--- src/rtl/core/psg_pkg.sv ---
// Shared types and constants for the programmable sound generator core.
// No dependencies; every other file in rtl/core refers to it by scoped names.
`default_nettype none

package psg_pkg;

    localparam int NUM_TONES = 3;
    localparam int NUM_CHANS = 4;
    localparam int PERIOD_W  = 10;
    localparam int ATT_W     = 4;
    localparam int BASE_W    = 10;
    localparam int SAMPLE_W  = 16;
    localparam int AMP_W     = ATT_W + BASE_W;
    localparam int SUM_W     = AMP_W + 4;
    localparam int SHIFT_W   = 16;

    // Item command codes
    localparam logic CMD_WRITE = 1'b0;
    localparam logic CMD_TICK  = 1'b1;

    // Register number that selects the noise control register
    localparam logic [2:0] NOISE_REG = 3'd6;
    // Noise rate selection that follows tone channel 2
    localparam logic [1:0] NOISE_RATE_TONE2 = 2'd3;

    localparam logic [ATT_W-1:0]    ATT_SILENT   = 4'hf;
    localparam logic [PERIOD_W-1:0] NOISE_RATE_0 = 10'h010;
    localparam logic [SHIFT_W-1:0]  NOISE_SEED   = 16'h0001;
    localparam logic [NUM_CHANS-1:0] PHASE_RESET = 4'b0101;

    localparam logic signed [SUM_W-1:0] SUM_MAX = 18'sd32767;
    localparam logic signed [SUM_W-1:0] SUM_MIN = -18'sd32768;
    localparam logic signed [SAMPLE_W-1:0] SAMPLE_MAX = 16'sh7fff;
    localparam logic signed [SAMPLE_W-1:0] SAMPLE_MIN = 16'sh8000;

    typedef logic [NUM_TONES-1:0][PERIOD_W-1:0] t_periods;
    typedef logic [NUM_CHANS-1:0][ATT_W-1:0]    t_attens;

    // Programmed register file contents as seen by the oscillators and mixer
    typedef struct packed {
        t_periods    tone_period;
        t_attens     atten;
        logic [2:0]  noise_ctl;
    } t_reg_state;

endpackage

`default_nettype wire

--- src/rtl/core/psg_tone_noise_generator_core.sv ---
// Four-channel tone and noise sound generator core: input and output channels
// with valid/stall, a step gain write port. Uses psg_pkg, psg_regfile, psg_osc, psg_mix.
//
// Input items carry i_cmd and i_data_byte. A write item (i_cmd = 0) stores one
// register byte and gives no result. A tick item (i_cmd = 1) steps the three
// tone dividers, the noise divider and the noise shift register, and gives one
// signed sample on o_sample. An item is taken when i_valid is high and o_stall
// is low; a sample is taken when o_valid is high and i_stall is low.
// One item is accepted per cycle while o_stall is low. The register file, dividers
// and operand register update at the accepting edge; the tick's sample then runs
// through the multiply, sum and saturate stage into the output register behind o_valid.
// When the receiver stalls, the finished sample holds in the output register
// and one more tick waits in the operand register; only then does o_stall rise.
// The step gain port is always ready and is written at i_cfg_valid; the user must
// see that it is changed only while no sample is in flight; the core does not
// enforce this. Synchronous reset restores all registers to silence, step gain
// 100, and empties the pipeline.
`default_nettype none

module psg_tone_noise_generator_core (
    input  wire logic                               i_clk,
    input  wire logic                               i_rst_n,
    input  wire logic                               i_valid,
    output logic                                    o_stall,
    input  wire logic                               i_cmd,
    input  wire logic [7:0]                         i_data_byte,
    output logic                                    o_valid,
    input  wire logic                               i_stall,
    output logic signed [psg_pkg::SAMPLE_W-1:0]     o_sample,
    input  wire logic                               i_cfg_valid,
    output logic                                    o_cfg_ready,
    input  wire logic [psg_pkg::BASE_W-1:0]         i_cfg_data
);

    logic [psg_pkg::BASE_W-1:0]        r_step_gain;
    logic                              accept;
    logic                              wr;
    logic                              tick;
    logic                              noise_wr;
    logic                              block;
    psg_pkg::t_reg_state               regs;
    logic [psg_pkg::NUM_TONES-1:0]     tone_phase;
    logic                              noise_bit;

    assign o_cfg_ready = 1'b1;
    assign o_stall     = block;
    assign accept      = i_valid && !block;
    assign wr          = accept && (i_cmd == psg_pkg::CMD_WRITE);
    assign tick        = accept && (i_cmd == psg_pkg::CMD_TICK);

    always_ff @(posedge i_clk) begin
        if (!i_rst_n) begin
            r_step_gain <= 10'd100;
        end else if (i_cfg_valid && o_cfg_ready) begin
            r_step_gain <= i_cfg_data;
        end
    end

    psg_regfile u_regs (
        .i_clk      (i_clk),
        .i_rst_n    (i_rst_n),
        .i_wr       (wr),
        .i_byte     (i_data_byte),
        .o_regs     (regs),
        .o_noise_wr (noise_wr)
    );

    psg_osc u_osc (
        .i_clk        (i_clk),
        .i_rst_n      (i_rst_n),
        .i_tick       (tick),
        .i_reseed     (noise_wr),
        .i_regs       (regs),
        .o_tone_phase (tone_phase),
        .o_noise_bit  (noise_bit)
    );

    psg_mix u_mix (
        .i_clk         (i_clk),
        .i_rst_n       (i_rst_n),
        .i_load        (tick),
        .i_tone_phase  (tone_phase),
        .i_noise_bit   (noise_bit),
        .i_atten       (regs.atten),
        .i_step_gain   (r_step_gain),
        .i_stall       (i_stall),
        .o_block       (block),
        .o_valid       (o_valid),
        .o_sample      (o_sample)
    );

endmodule

`default_nettype wire

--- src/rtl/core/psg_regs.sv ---
// Register file of the sound generator: latched register number, tone periods,
// attenuations and noise control, written one byte at a time. Uses psg_pkg.
`default_nettype none

module psg_regfile (
    input  wire logic              i_clk,
    input  wire logic              i_rst_n,
    input  wire logic              i_wr,
    input  wire logic [7:0]        i_byte,
    output psg_pkg::t_reg_state    o_regs,
    output logic                   o_noise_wr
);

    logic [2:0]           r_latched, n_latched;
    psg_pkg::t_periods    r_period, n_period;
    psg_pkg::t_attens     r_atten, n_atten;
    logic [2:0]           r_noise_ctl, n_noise_ctl;
    logic [2:0]           sel;

    always_comb begin
        n_latched   = r_latched;
        n_period    = r_period;
        n_atten     = r_atten;
        n_noise_ctl = r_noise_ctl;
        o_noise_wr  = 1'b0;
        // A latch byte selects the target register for itself and later data bytes.
        sel = i_byte[7] ? i_byte[6:4] : r_latched;
        if (i_wr) begin
            if (i_byte[7]) begin
                n_latched = i_byte[6:4];
            end
            priority if (sel[0]) begin
                n_atten[sel[2:1]] = i_byte[3:0];
            end else if (sel == psg_pkg::NOISE_REG) begin
                n_noise_ctl = i_byte[2:0];
                o_noise_wr  = 1'b1;
            end else if (i_byte[7]) begin
                n_period[sel[2:1]][3:0] = i_byte[3:0];
            end else begin
                n_period[sel[2:1]][psg_pkg::PERIOD_W-1:4] = i_byte[5:0];
            end
        end
    end

    always_ff @(posedge i_clk) begin
        if (!i_rst_n) begin
            r_latched   <= '0;
            r_period    <= '0;
            r_atten     <= {psg_pkg::NUM_CHANS{psg_pkg::ATT_SILENT}};
            r_noise_ctl <= '0;
        end else begin
            r_latched   <= n_latched;
            r_period    <= n_period;
            r_atten     <= n_atten;
            r_noise_ctl <= n_noise_ctl;
        end
    end

    assign o_regs.tone_period = r_period;
    assign o_regs.atten       = r_atten;
    assign o_regs.noise_ctl   = r_noise_ctl;

endmodule

`default_nettype wire

--- src/rtl/core/psg_osc.sv ---
// Tone dividers, noise divider and noise shift register of the sound generator.
// Steps once per tick item; uses psg_pkg for widths and the register struct.
`default_nettype none

module psg_osc (
    input  wire logic                            i_clk,
    input  wire logic                            i_rst_n,
    input  wire logic                            i_tick,
    input  wire logic                            i_reseed,
    input  wire psg_pkg::t_reg_state             i_regs,
    output logic [psg_pkg::NUM_TONES-1:0]        o_tone_phase,
    output logic                                 o_noise_bit
);

    logic [psg_pkg::NUM_CHANS-1:0][psg_pkg::PERIOD_W-1:0] r_count, n_count;
    logic [psg_pkg::NUM_CHANS-1:0]                        r_phase, n_phase;
    logic [psg_pkg::SHIFT_W-1:0]                          r_shift, n_shift;
    logic                                                 r_noise_bit, n_noise_bit;
    logic [psg_pkg::NUM_CHANS-1:0][psg_pkg::PERIOD_W-1:0] dec;
    logic                                                 fb;

    always_comb begin
        n_count     = r_count;
        n_phase     = r_phase;
        n_shift     = r_shift;
        n_noise_bit = r_noise_bit;
        fb          = 1'b0;
        for (int i = 0; i < psg_pkg::NUM_CHANS; i++) begin
            dec[i] = (r_count[i] != '0) ? r_count[i] - 1'b1 : '0;
            n_count[i] = dec[i];
        end
        for (int i = 0; i < psg_pkg::NUM_TONES; i++) begin
            if (dec[i] == '0) begin
                n_count[i] = i_regs.tone_period[i];
                n_phase[i] = ~r_phase[i];
            end
            // A channel with a zero period holds its output high.
            if (i_regs.tone_period[i] == '0) begin
                n_phase[i] = 1'b1;
            end
        end
        if (dec[psg_pkg::NUM_TONES] == '0) begin
            if (i_regs.noise_ctl[1:0] == psg_pkg::NOISE_RATE_TONE2) begin
                n_count[psg_pkg::NUM_TONES] = i_regs.tone_period[psg_pkg::NUM_TONES-1];
            end else begin
                n_count[psg_pkg::NUM_TONES] = psg_pkg::NOISE_RATE_0 << i_regs.noise_ctl[1:0];
            end
            n_phase[psg_pkg::NUM_TONES] = ~r_phase[psg_pkg::NUM_TONES];
            // The shift register only advances on the rising edge of the noise phase.
            if (!r_phase[psg_pkg::NUM_TONES]) begin
                n_noise_bit = r_shift[0];
                fb = r_shift[0] ^ (i_regs.noise_ctl[2] & r_shift[3]);
                n_shift = {fb, r_shift[psg_pkg::SHIFT_W-1:1]};
            end
        end
    end

    always_ff @(posedge i_clk) begin
        if (!i_rst_n) begin
            r_count     <= '0;
            r_phase     <= psg_pkg::PHASE_RESET;
            r_shift     <= '0;
            r_noise_bit <= 1'b0;
        end else if (i_tick) begin
            r_count     <= n_count;
            r_phase     <= n_phase;
            r_shift     <= n_shift;
            r_noise_bit <= n_noise_bit;
        end else if (i_reseed) begin
            r_shift <= psg_pkg::NOISE_SEED;
        end
    end

    // The mixer samples the state as it stands after this tick.
    assign o_tone_phase = n_phase[psg_pkg::NUM_TONES-1:0];
    assign o_noise_bit  = n_noise_bit;

endmodule

`default_nettype wire

--- src/rtl/core/psg_mix.sv ---
// Two-stage mixer of the sound generator: an operand register, then the
// volume-weighted sum with saturation into the output register. Uses psg_pkg.
`default_nettype none

module psg_mix (
    input  wire logic                                 i_clk,
    input  wire logic                                 i_rst_n,
    input  wire logic                                 i_load,
    input  wire logic [psg_pkg::NUM_TONES-1:0]        i_tone_phase,
    input  wire logic                                 i_noise_bit,
    input  wire psg_pkg::t_attens                     i_atten,
    input  wire logic [psg_pkg::BASE_W-1:0]           i_step_gain,
    input  wire logic                                 i_stall,
    output logic                                      o_block,
    output logic                                      o_valid,
    output logic signed [psg_pkg::SAMPLE_W-1:0]       o_sample
);

    logic                                   r_s1_vld;
    logic [psg_pkg::NUM_TONES-1:0]          r_s1_phase;
    logic                                   r_s1_noise;
    psg_pkg::t_attens                       r_s1_atten;
    logic                                   r_out_vld;
    logic signed [psg_pkg::SAMPLE_W-1:0]    r_sample, n_sample;
    logic                                   adv;
    logic [psg_pkg::AMP_W-1:0]              amp [psg_pkg::NUM_CHANS];
    logic signed [psg_pkg::SUM_W-1:0]       term [psg_pkg::NUM_CHANS];
    logic signed [psg_pkg::SUM_W-1:0]       sum;

    assign adv     = !r_out_vld || !i_stall;
    assign o_block = r_s1_vld && !adv;

    always_comb begin
        for (int i = 0; i < psg_pkg::NUM_CHANS; i++) begin
            amp[i] = (psg_pkg::ATT_SILENT - r_s1_atten[i]) * i_step_gain;
            term[i] = $signed({{(psg_pkg::SUM_W - psg_pkg::AMP_W){1'b0}}, amp[i]});
        end
        for (int i = 0; i < psg_pkg::NUM_TONES; i++) begin
            if (!r_s1_phase[i]) begin
                term[i] = -term[i];
            end
        end
        if (!r_s1_noise) begin
            term[psg_pkg::NUM_TONES] = '0;
        end
        sum = term[0] + term[1] + term[2] + term[3];
        priority if (sum > psg_pkg::SUM_MAX) begin
            n_sample = psg_pkg::SAMPLE_MAX;
        end else if (sum < psg_pkg::SUM_MIN) begin
            n_sample = psg_pkg::SAMPLE_MIN;
        end else begin
            n_sample = sum[psg_pkg::SAMPLE_W-1:0];
        end
    end

    always_ff @(posedge i_clk) begin
        if (!i_rst_n) begin
            r_s1_vld  <= 1'b0;
            r_out_vld <= 1'b0;
        end else begin
            r_s1_vld <= i_load || (r_s1_vld && !adv);
            if (adv) begin
                r_out_vld <= r_s1_vld;
            end
        end
    end

    always_ff @(posedge i_clk) begin
        if (i_load) begin
            r_s1_phase <= i_tone_phase;
            r_s1_noise <= i_noise_bit;
            r_s1_atten <= i_atten;
        end
        if (adv) begin
            r_sample <= n_sample;
        end
    end

    assign o_valid  = r_out_vld;
    assign o_sample = r_sample;

endmodule

`default_nettype wire

--- config.mk ---
export PLATFORM = sky130hd
export DESIGN_NAME = psg_tone_noise_generator_core
export DESIGN_NICKNAME = d
export VERILOG_FILES = /design/src/rtl/core/psg_pkg.sv /design/src/rtl/core/psg_tone_noise_generator_core.sv /design/src/rtl/core/psg_regs.sv /design/src/rtl/core/psg_osc.sv /design/src/rtl/core/psg_mix.sv
export SDC_FILE = /design/constraint.sdc
export NUM_CORES = 1
export LEC_CHECK = 0
export BUFFER_PORTS_ARGS = -buffer_cell sky130_fd_sc_hd__buf_2
export CAP_MARGIN = 20
export CORE_MARGIN = 2
export CORE_UTILIZATION = 50
export CTS_CLUSTER_DIAMETER = 100
export DETAILED_ROUTE_END_ITERATION = 8
export PLACE_DENSITY_LB_ADDON = 0.05
export SLEW_MARGIN = 20
export SYNTH_ARGS = -nofsm -noshare
export SYNTH_HDL_FRONTEND = slang
export SYNTH_HIERARCHICAL = 1
export SYNTH_SLANG_ARGS = --single-unit
--- constraint.sdc ---
create_clock -name i_clk -period 11.8 [get_ports i_clk]
set_input_delay 0 -clock i_clk [delete_from_list [all_inputs] [get_ports i_clk]]
set_output_delay 0 -clock i_clk [all_outputs]
set_load 0.01 [all_outputs]
### Word-level counts from Yosys, hierarchy flattened

Index checks and enable logic that the tools add are counted.

| storage, ports and cells | value |
|---|---|
| bits in registers | 161 |
| input port bits | 24 |
| output and inout bits | 19 |
| word-level logic and storage cells | 131 |

| cells by class | value |
|---|---|
| add/subtract/negate cells | 14 |
| multiply operators | 4 |
| order comparisons | 4 |
| equality and inequality tests | 4 |
| shift operators | 1 |
| muxes and demuxes | 40 |
| bitwise operators | 9 |
| reduce and logical (&&, ||, !) cells | 28 |

Operators with widths:

| operator | count |
|---|---|
| two-way mux 10 bit | 10 |
| two-way mux 16 bit | 5 |
| logical NOT 10 bit | 7 |
| bitwise mux 30 bit | 2 |
| multiplier 14 x 10 -> 14 bit | 4 |
| two-way mux 18 bit | 3 |
| negation 14 -> 18 bit | 3 |
| demux 10 bit (select 2 bit) | 2 |
| nonzero test 10 bit | 4 |
| subtractor 10 x 1 -> 10 bit, second input constant | 4 |
| adder 18 bit | 2 |
| two-way mux 30 bit | 1 |
| subtractor 4 x 4 -> 5 bit, first input constant | 4 |
| adder 18 x 15 -> 18 bit | 1 |
| greater-than comparator 18 x 16 -> 1 bit, second input constant | 1 |
| < comparator 18 x 16 -> 1 bit, second input constant | 1 |
| bitwise mux 16 bit | 1 |
| two-way mux 14 bit | 1 |
| two-way mux 1 bit | 11 |
| left shift 5 x 2 -> 10 bit, first input constant | 1 |
| AND reduction 3 bit | 3 |
| demux 4 bit (select 2 bit) | 1 |
| two-way mux 4 bit | 2 |
| inverter 1 bit | 7 |
| other kinds (13) | 23 |

### Logic depth before layout (Yosys ltp)

Gate-level depths: netlist (run 1).

| depth | value |
|---|---|
| depth in word-level cells | 10 |
| depth in mapped cells | 34 |
| gate-level depth less buffers | 32 |

### By module

Netlist (run 1), hierarchy kept.

By module, submodules not included:

| module | instances | cells each | area each (um2) |
|---|---|---|---|
| psg_mix | 1 | 1,066 | 9,387.8 |
| psg_osc | 1 | 498 | 3,872.5 |
| psg_regfile | 1 | 236 | 2,193.4 |
| psg_tone_noise_generator_core | 1 | 36 | 397.9 |

### Least setup slack after synthesis (run 1)

No wires, ideal clock.

| timing | value |
|---|---|
| path kind | register -> register |
| start point | register r_step_gain[3] (netlist name) |
| end point | register u_mix.r_sample, in the netlist u_mix/o_sample[11], data pin |
| library setup time | 254 ps |
| arrival time | 7,278 ps |
| data required time | 11,546 ps |
| path slack | 4,268 ps |
| cell stages (with the launch flop) | 31 |
| path buffers | 2 |
| period minus slack after synthesis | 7,532 ps |
| path through | dfxtp_1 -> clkbuf_1 -> nor2b_1 -> ha_1 -> fa_1 -> inv_1 -> fa_1 -> inv_1 -> ha_1 -> a211oi_2 -> nor2_1 -> xor2_1 -> or3_1 -> nor4b_2 -> and3_1 -> nor2_1 -> xnor2_1 -> fa_1 -> inv_1 -> fa_1 -> inv_1 -> ha_1 -> and4_1 -> a221o_1 -> a31oi_1 -> xnor2_1 -> xnor2_1 -> xor3_2 -> a311o_4 -> buf_6 -> a21o_1 |

| on the way | value |
|---|---|
| word-level cells in the longest chain between the ends | 8 |
| elaborated cells on any way between the ends | 17 |
| classes of those cells | 6 x add/sub; 4 x mul; 2 x order compare; 5 x mux |

RTL lines:

| element | line | RTL |
|---|---|---|
| start: declaration | psg_tone_noise_generator_core.sv:35 | `logic [psg_pkg::BASE_W-1:0] r_step_gain;` |
| start signal: assignment | psg_tone_noise_generator_core.sv:55 | `r_step_gain <= i_cfg_data;` |
| multiplier 14 x 10 -> 14 bit | psg_mix.sv:35 | `amp[i] = (psg_pkg::ATT_SILENT - r_s1_atten[i]) * i_step_gain;` |
| negation 14 -> 18 bit | psg_mix.sv:40 | `term[i] = -term[i];` |
| two-way mux 18 bit | psg_mix.sv:39 | `if (!r_s1_phase[i]) begin` |
| adder 18 bit (2 in series) | psg_mix.sv:46 | `sum = term[0] + term[1] + term[2] + term[3];` |
| adder 18 x 15 -> 18 bit (*) | psg_mix.sv:46 |  |
| < comparator 18 x 16 -> 1 bit | psg_mix.sv:49 | `end else if (sum < psg_pkg::SUM_MIN) begin` |
| two-way mux 16 bit | psg_mix.sv:49 |  |
| end signal: assignment | psg_mix.sv:75 | `r_sample <= n_sample;` |
| end: declaration | psg_mix.sv:24 | `logic signed [psg_pkg::SAMPLE_W-1:0] r_sample, n_sample;` |

Every way passes the cells marked *; elsewhere a longest branch is shown, timed or not.
A chain may end at the register's enable or synchronous reset.

### Final worst setup path (run 1)

| timing | value |
|---|---|
| start point | register r_step_gain[3] (netlist name) |
| end point | register u_mix.r_sample, in the netlist u_mix/o_sample[13], data pin |

The elaborated chain is that of the path after synthesis.

==> impl_metrics.tcl, run 1 <==
set metrics [dict create \
    critPathRequiredTime_ns 12.00 \
    cts.sinks 161 \
    drt_wl_total_mm 37.8 \
    synthFlopType "dfxtp_1" \
    drc 0 \
    slowest_delay_ns 0.75 \
    grt_pass1_vias 12600 \
    syn_avg_cell_area_um2 8.63 \
    path_clk_slew_ns 0.07 \
    synth_area_um2 15900 \
    final_common_cell "inv_1" \
    grt_pass1_wl_mm 63.6 \
    core-area_um2 31400 \
    ios 43 \
    ys.warnings.count 6 \
    p_sw_w 0.000499 \
    start_util_pct 50.5 \
    slew_violations 0 \
    grt_overflow 0 \
    power.density_nw_per_um2 94.8 \
    drive_gt1_share_pct 7.87 \
    relSlewSlack_pct 31.1 \
    critical_path_arrival_ns 8.33 \
    synth.distinct_cells 106 \
    clock_power_share_pct 37.1 \
    utilization_pct 54.6 \
    skew_ns 0.0187 \
    die_x_um 182 \
    nets 2109 \
    drt-pass1-iter-count 5 \
    wl_per_cell_um 16.6 \
    hold_slack_ns 0.0424 \
    vias_per_cell 5.59 \
    root_buffer "clkbuf_16" \
    postRouteAntennaNets 0 \
    min_period_over_period_pct 68.9 \
    period_needed_ns 8.13 \
    die_h_um 182 \
    vias 12700 \
    setup_viol_count_final 0 \
    ctsResizeCount 0 \
    grt_max_degree 82 \
    ys_seq_area_share_pct 22.6 \
    antenna_found_initial 1 \
    ys_ff_latch 161 \
    intPower_w 0.00112 \
    maxCapViolCount 0 \
    clk_latency_ns 0.44 \
    worst_pin_slew_ns 1.00 \
    min_path_type "input port to flip-flop" \
    gp_congestion 0.860 \
    numPortBuffers 41 \
    dpl.hpwl_mm 28.9 \
    synth_nets 2090 \
    power_frac_comb_pct 23.7 \
    mostFrequentLayoutCells "221 x inv_1, 136 x nor2b_1, 135 x ha_1" \
    p_seq_share_pct 39.2 \
    rsz0062_at_grt "false" \
    drt_iter0_markers 770 \
    critPathCaptureType "flip-flop" \
    die_area_um2 33100 \
    placementRows 65 \
    power_w 0.00162 \
    cts_buffer_depth 2 \
    max_freq_mhz 123 \
    path_class "flip-flop to flip-flop" \
    grt.total_usage_pct 23.7 \
    cts_buffers 17 \
    synth_edf_count 36 \
    critPathLaunchType "flip-flop" \
    leakage_nw 7.83 \
    setup_tns_ns 0 \
    max-vdd-ir-drop_v 0.0000847 \
    area_growth_pct 8.07 \
    cts_tree "done" \
    syn_inst 1836 \
    status "complete, no violations" \
    critPathMaxFanout 17 \
    hold_viol 0 \
    cp_slowest_cell "dfxtp_1" \
    ctsHtreeMaxLevel 4 \
    synthArstFlopShare_pct 0 \
    switching_share_pct 30.7 \
]
[routing by layer]
layer  part of all wire, %  vias to the layer above  routed length [um]  GRT usage (%)
li1                      -                     6343                   -              -
met1                    45                     6105               17000           29.9
met2                    50                      203               18900           42.6
met3                   3.0                       37                1120           2.93
met4                   2.0                        0                 741           6.77
met5                     0                        -                   0              0
[worst paths after layout]
kind | startpoint | end | slack, ns | cells past startpoint
max | r_step_gain[3] | u_mix/o_sample[13] | 3.67 | 30
min | i_cfg_valid | r_step_gain[4] | 0.04 | 3
max reg2reg | r_step_gain[3] | u_mix/o_sample[13] | 3.67 | 30
min reg2reg | u_regs/o_regs[7] | u_mix/r_s1_atten[4] | 0.43 | 0
[cells by family after synthesis]
logic type / Yosys count / share of synthesized area [%]
simple gates: 628 / 22.2
mux: 75 / 4.81
xor+xnor: 91 / 5.41
buf+inv: 301 / 7.89
fa+ha+maj: 230 / 22.7
flops: 161 / 22.6
compound gates: 349 / 14.4
other cells: 1 / 0.0237
[flip-flops by register name (all words and copies together) (netlist names), 3 cells and up]
name,flops
u_osc/r_phase,4
u_osc/r_count,40
u_osc/r_shift,16
u_regs/o_regs,46
u_mix/r_s1_phase,3
u_regs/r_latched,3
u_mix/o_sample,16
r_step_gain,10
u_regs/r_noise_ctl,3
u_mix/r_s1_atten,16
[Yosys cell counts, types with 5 or more instances]
master    instances  area share [%]
nor3_1           34             1.1
inv_1           221             5.2
or4_1             8            0.38
nand4_1          23            0.91
o31ai_1           6            0.28
o21ai_0          90             2.8
a31oi_1          26             1.0
nand4b_1          6            0.33
nand3_1          62             2.0
nand2_1          99             2.3
a21oi_1          84             2.7
buf_2            14            0.44
nand2b_1         53             2.1
and3b_1           7            0.39
a21boi_0          6            0.28
ha_1            135              11
fa_1             95              12
dfxtp_1         125              16
nor3b_1          20            0.95
o21ai_1          20            0.63
a41oi_1           8            0.44
edfxtp_1         36             6.8
a221oi_1          6            0.33
mux2_2            7            0.50
clkbuf_1         46             1.1
o21a_1           10            0.47
mux2i_1          67             4.2
or3_1            11            0.43
xnor2_1          54             3.0
nor2_1          102             2.4
a211oi_1          5            0.24
a21o_1           30             1.4
and3_1           10            0.39
nand3b_1          5            0.24
nor2b_1         136             5.4
xor2_1           33             1.8
buf_6             7            0.50
nor4_1           17            0.67
a31o_2            5            0.28
[power by group through the flow]
| stage | sequential [W] | combinational, W | clock (W) |
|---|---|---|---|
| after floorplan | 0.000635 | 0.000310 | 0 |
| after global placement | 0.000647 | 0.000371 | 0 |
| after detailed placement | 0.000648 | 0.000374 | 0 |
| after CTS | 0.000636 | 0.000383 | 0.000615 |
| after global routing | 0.000642 | 0.000427 | 0.000638 |
| final | 0.000636 | 0.000385 | 0.000603 |
[final cells by class]
type | count | area (um^2)
fillers | 2945 | 14300
diodes | 1 | 2.50
well taps | 402 | 503
inverters | 225 | 845
flip-flops and latches | 161 | 3580
repair buffers | 76 | 528
clock buffers | 22 | 500
multi-input cells | 1374 | 11000
clock inverters | 10 | 145
[what timing repair did]
action / CTS / global route
hold buffers: 24 / 0
hold endpoints to repair: 39 / 0
buffers inserted: 0 / 0
[through the flow]
| stage | setup WS, ns | instances | area, um^2 |
|---|---|---|---|
| floorplan | 4.27 | 1836 | 15900 |
| global placement | 3.79 | 2214 | 16200 |
| detailed placement | 3.67 | 2214 | 16200 |
| CTS | 3.66 | 2270 | 17100 |
| global route | 3.04 | 2270 | 17100 |
| finish | 3.67 | 2271 | 17100 |
[critical path: cells and delay by family (launching register included)]
family / cells / cell delay, ns
flops: 1 / 0.75
simple gates: 8 / 1.46
xor+xnor: 5 / 0.97
compound gates: 6 / 1.68
buf+inv: 4 / 0.22
fa+ha+maj: 7 / 2.79
(Power assumes the default switching activity.)
==> inputs of run 2 (changes only) <==
==> constraint.sdc (replaced) <==
create_clock -name i_clk -period 8.4 [get_ports i_clk]
set_input_delay 0 -clock i_clk [delete_from_list [all_inputs] [get_ports i_clk]]
set_output_delay 0 -clock i_clk [all_outputs]
set_load 0.01 [all_outputs]
==> run 2 against run 1 <==
  * Design area grew 0.32%
  * Clock power is 30% higher
  * Sequential share of layout area about the same
  * Setup slack worse by 3.1 ns
  * Non-clock buffer count is 13 higher
  * Global-route usage down 0.14 points
  * Critical path type unchanged
  * First-iteration DRC count fell by 28%
  * Final cell count grew 0.53%
  * Core utilization grew 0.18 points
  * Clock skew shrank 0.0037 ns
==> impl_metrics.tcl, run 2 (synthesized netlist as in run 1, its figures left out) <==
set metrics [dict create \
    status "complete, no violations" \
    utilization_pct 54.7 \
    gp_congestion 0.845 \
    r2r_slack_ns 0.52 \
    path_delay_family "adder cells" \
    setup_ws_ns 0.518 \
    pre_cts_slack_ns 0.305 \
    min_path_cells 3 \
    path_clk_slew_ns 0.07 \
    relSlewSlack_pct 34.0 \
    mostFrequentLayoutCells "221 x inv_1, 136 x nor2b_1, 135 x ha_1" \
    period_needed_ns 7.88 \
    ios 43 \
    ctsHtreeMaxLevel 4 \
    critPathBufInv 5 \
    core-area_um2 31400 \
    root_buffer "clkbuf_16" \
    start_util_pct 50.5 \
    stdcell_count 2283 \
    slowest_delay_ns 0.54 \
    area_growth_pct 8.42 \
    clk_latency_ns 0.44 \
    path_class "flip-flop to flip-flop" \
    slew_violations 0 \
    drt_iter0_markers 554 \
    die_area_um2 33100 \
    grt_overflow 0 \
    die_h_um 182 \
    hold_viol 0 \
    leakage_nw 7.86 \
    worst_pin_slew_ns 0.963 \
    cts_buffers 17 \
    min_period_over_period_pct 93.8 \
    cts_tree "done" \
    grt_max_degree 63 \
    antenna_found_initial 0 \
    largest_reg_flops 46 \
    r2r_start "u_mix/r_s1_atten[6]" \
    min_to "r_step_gain[1]" \
    grt_pass1_vias 12600 \
    critPathLaunchType "flip-flop" \
    fillerInstances 2973 \
    placementRows 65 \
    vias_per_cell 5.51 \
    vias 12600 \
    drt-pass1-iter-count 5 \
    max_freq_mhz 127 \
    drt_wl_total_mm 37.7 \
    critPathCaptureType "flip-flop" \
    drive_gt1_share_pct 8.88 \
    power_w 0.00222 \
    postRouteAntennaNets 0 \
    critPathRequiredTime_ns 8.59 \
    critical_path_arrival_ns 8.08 \
    final_common_cell "inv_1" \
    r2r-end "u_mix/o_sample[11]" \
    setup_viol_count_final 0 \
    power.density_nw_per_um2 129 \
    hold_path.startpoint "i_cfg_valid" \
    critPathMaxFanout 15 \
    nets 2122 \
    setup_tns_ns 0 \
    die_x_um 182 \
    cts.sinks 161 \
    dp.cells 2222 \
    dpl.hpwl_mm 29.3 \
    r2r_cells 28 \
    diodes 0 \
    wl_per_cell_um 16.5 \
    grt_pass1_wl_mm 63.6 \
    cts_buffer_depth 2 \
    numPortBuffers 41 \
    drc 0 \
    grt.total_usage_pct 23.6 \
    cp_slowest_cell "fa_1" \
    max-vdd-ir-drop_v 0.000123 \
    skew_ns 0.0150 \
    min_path_type "input port to flip-flop" \
    maxCapViolCount 0 \
]
-- run 2: cell types whose count changed in the layout (fill, tap and decap cells not counted), moves of 2 or more --
cell           delta
dlygate4sd3_1     -2
buf_4            +15
clkbuf_1          +2
dfxtp_1           -5
dfxtp_2           +4
clkinvlp_4        +2
-- run 2: worst max path at each step --
stage                                   start                 end  slack, ns  cells after the start
final                     u_mix/r_s1_atten[6]  u_mix/o_sample[11]       0.52                     28
after floorplan                r_step_gain[3]  u_mix/o_sample[11]       0.87                     30
after global placement         r_step_gain[2]   u_mix/o_sample[5]       0.52                     31
after detailed placement       r_step_gain[5]  u_mix/o_sample[11]       0.30                     27
after global routing      u_mix/r_s1_atten[6]  u_mix/o_sample[11]     -0.002                     30
after CTS                      r_step_gain[5]  u_mix/o_sample[11]       0.30                     27
-- run 2: stage by stage --
| stage | instance area (um^2) | hold slack, ns |
|---|---|---|
| CTS | 17100 | 0.0195 |
| global route | 17200 | 0.0349 |
| global placement | 16300 | 0.223 |
| floorplan | 15900 | 0.118 |
| detailed placement | 16300 | 0.224 |
| finish | 17200 | 0.0382 |
-- run 2: final cells by class --
type / count / area (um^2) / area share, %
Multi-Input combinational cell: 1374 / 11000 / 64.2
Sequential cell: 161 / 3590 / 20.9
Inverter: 225 / 845 / 4.91
Timing Repair Buffer: 89 / 621 / 3.61
Tap cell: 402 / 503 / 2.93
Clock buffer: 21 / 462 / 2.69
Clock inverter: 11 / 128 / 0.743
-- run 2: repair_timing --
item                       in CTS  in global routing
setup buffers                   0                  7
hold buffers                   22                  0
hold endpoints to repair       39                  0
resized for setup               0                  8
setup endpoints to repair       0                 15
-- run 2: worst register-to-register path: cells and delay by family (launching register included) --
kind            cells  cell delay (ns)
compound gates      9             2.26
fa+ha+maj           7             3.03
simple gates        2             0.31
xor+xnor            5             1.21
buf+inv             5             0.39
flops               1             0.43
-- run 2: power by group --
part	switching [W]	leakage, nW	internal (W)	total, W
Combinational	0.000315	6.25	0.000228	0.000544
Sequential	0.0000528	1.33	0.000837	0.000890
Clock	0.000328	0.284	0.000458	0.000786
Total	0.000696	7.86	0.00152	0.00222
-- run 2: layer usage --
layer	global-route usage, %	vias up	share of wire, %	wire length, um
li1	-	6355	-	-
met3	2.51	35	1.5	563
met4	6.23	0	1.8	682
met2	43.3	103	50	19000
met1	29.4	6081	46	17400
met5	0	-	0	0
==> inputs of run 3 (changes only) <==
--- a/config.mk
+++ b/config.mk
@@ -7,9 +7,11 @@
 export LEC_CHECK = 0
 export BUFFER_PORTS_ARGS = -buffer_cell sky130_fd_sc_hd__buf_2
 export CAP_MARGIN = 20
+export CORE_ASPECT_RATIO = 1.25
 export CORE_MARGIN = 2
 export CORE_UTILIZATION = 50
 export CTS_CLUSTER_DIAMETER = 100
+export CTS_CLUSTER_SIZE = 10
 export DETAILED_ROUTE_END_ITERATION = 8
 export PLACE_DENSITY_LB_ADDON = 0.05
 export SLEW_MARGIN = 20
==> run 3 against run 2 <==
  * Non-clock buffer count grew 13
  * Clock power rose by 14%
  * Final cell count grew 0.79%
  * Setup slack got worse by 0.056 ns
  * Highest routed layer unchanged
  * Total power increased by 5.5%
  * Via count grew 2.9%
==> impl_metrics.tcl, run 3 (synthesized netlist as in run 1, its figures left out) <==
set metrics [dict create \
    vias 12900 \
    drt_wl_total_mm 40.0 \
    critPathLaunchType "flip-flop" \
    hold_viol 0 \
    dpl.hpwl_mm 31.0 \
    grt.total_usage_pct 25.2 \
    cp-startpoint "r_step_gain[2]" \
    max_freq_mhz 126 \
    grt_pass1_wl_mm 66.0 \
    start_util_pct 51.0 \
    die_area_um2 33200 \
    antenna_found_initial 0 \
    cts_buffers 17 \
    root_buffer "clkbuf_16" \
    use_met3_pct 3.25 \
    diodes 0 \
    leakage_nw 7.97 \
    r2r_cells 30 \
    use_met1_pct 28.5 \
    critical_path_arrival_ns 8.14 \
    cts.sinks 161 \
    drc 0 \
    relSlewSlack_pct 26.4 \
    utilization_pct 56.0 \
    status "complete, no violations" \
    numPortBuffers 41 \
    ctsHtreeMaxLevel 4 \
    r2r-end "u_mix/o_sample[10]" \
    largest_reg_flops 46 \
    path_clk_slew_ns 0.07 \
    period_needed_ns 7.94 \
    fillerInstances 2943 \
    vias_per_cell 5.62 \
    rsz0062_at_grt "false" \
    met2_usage_pct 46.5 \
    grt_overflow 0 \
    final_common_cell "inv_1" \
    drt-pass1-iter-count 5 \
    cts_buffer_depth 2 \
    postRouteAntennaNets 0 \
    die_h_um 203 \
    critPathMaxFanout 17 \
    crit_path_end "u_mix/o_sample[10]" \
    drt_iter0_markers 593 \
    r2r_slack_ns 0.46 \
    gp_congestion 0.856 \
    critPathRequiredTime_ns 8.60 \
    cts_tree "done" \
    clk_latency_ns 0.45 \
    critPathCaptureType "flip-flop" \
    cp_slowest_cell "fa_1" \
    mostFrequentLayoutCells "221 x inv_1, 136 x nor2b_1, 135 x ha_1" \
    setup_tns_ns 0 \
    power.density_nw_per_um2 134 \
    grt_pass1_vias 13100 \
    max-vdd-ir-drop_v 0.000134 \
    min_path_type "input port to flip-flop" \
    nets 2135 \
    drive_gt1_share_pct 8.98 \
    wl_per_cell_um 17.4 \
    r2r_start "r_step_gain[2]" \
    die_x_um 163 \
    worst_pin_slew_ns 1.07 \
    busiest_layer "met2" \
    min_period_over_period_pct 94.5 \
    setup_viol_count_final 0 \
    slowest_delay_ns 0.56 \
    ios 43 \
    maxCapViolCount 0 \
    area_growth_pct 9.81 \
    core-area_um2 31100 \
    placementRows 72 \
    path_class "flip-flop to flip-flop" \
    grt_max_degree 87 \
    slew_violations 0 \
    skew_ns 0.0141 \
]
[run 3: cell types whose count changed in the layout (fill, tap and decap cells not counted), moves of 2 or more]
| cell | before | now |
|---|---|---|
| dlygate4sd3_1 | 22 | 33 |
| bufinv_16 | 2 | 4 |
| inv_6 | 2 | 0 |
| clkbuf_8 | 0 | 2 |
| buf_4 | 26 | 28 |
| clkinvlp_4 | 2 | 0 |
| clkbuf_16 | 18 | 20 |
[run 3: timing repair]
action,CTS,global route
endpoints found under the hold margin,51,0
endpoints found under the setup margin,0,15
buffers inserted,0,7
resized for setup,0,8
hold buffers,33,0
[run 3: where the power goes]
| group | internal, W | switching [W] |
|---|---|---|
| registers | 0.000837 | 0.0000540 |
| logic | 0.000231 | 0.000321 |
| clock network | 0.000571 | 0.000327 |
| total | 0.00164 | 0.000702 |
[run 3: cell type report]
type                       instances  area (um^2)  area share, %
timing repair buffer             102          746           4.28
tap                              407          509           2.93
clock inverter                     7          140          0.805
clock buffer                      25          543           3.12
sequential                       161         3590           20.6
multi-input combinational       1374        11000           63.4
inverter                         225          845           4.85
[run 3: worst max-delay path: cells and delay by family, from the launching register on]
kind | cells | cell delay, ns
flops | 1 | 0.51
fa+ha+maj | 7 | 2.84
xor+xnor | 5 | 0.98
buf+inv | 4 | 0.22
simple gates | 8 | 1.45
compound gates | 6 | 1.70
[run 3: how the worst min path moves through the flow]
stage | startpoint | end | cells after the start
after global routing | i_cmd | u_regs/r_latched[0] | 4
after global placement | i_cfg_data[6] | r_step_gain[6] | 3
final | i_cmd | u_regs/r_latched[0] | 4
after floorplan | i_rst_n | u_mix/r_s1_vld | 1
after detailed placement | i_cfg_data[6] | r_step_gain[6] | 3
after CTS | i_cmd | u_regs/r_latched[0] | 4
[run 3: routing by layer]
metal	vias to the layer above	share of wire, %	wire, um
li1	6396	-	-
met1	6292	41	16400
met2	183	52	20900
met3	70	2.3	934
met4	0	4.5	1790
met5	-	0	0
[run 3: per-stage QoR]
stage | area (um^2) | hold WS, ns | std cells | setup WS, ns | total power, W
final | 17400 | 0.105 | 2301 | 0.462 | 0.00234
after global routing | 17400 | 0.123 | 2301 | 0.00988 | 0.00246
after CTS | 17300 | 0.0646 | 2294 | 0.288 | 0.00236
after detailed placement | 16300 | 0.225 | 2229 | 0.308 | 0.00144
after global placement | 16300 | 0.223 | 2229 | 0.504 | 0.00144
after floorplan | 15900 | 0.118 | 1836 | 0.868 | 0.00133
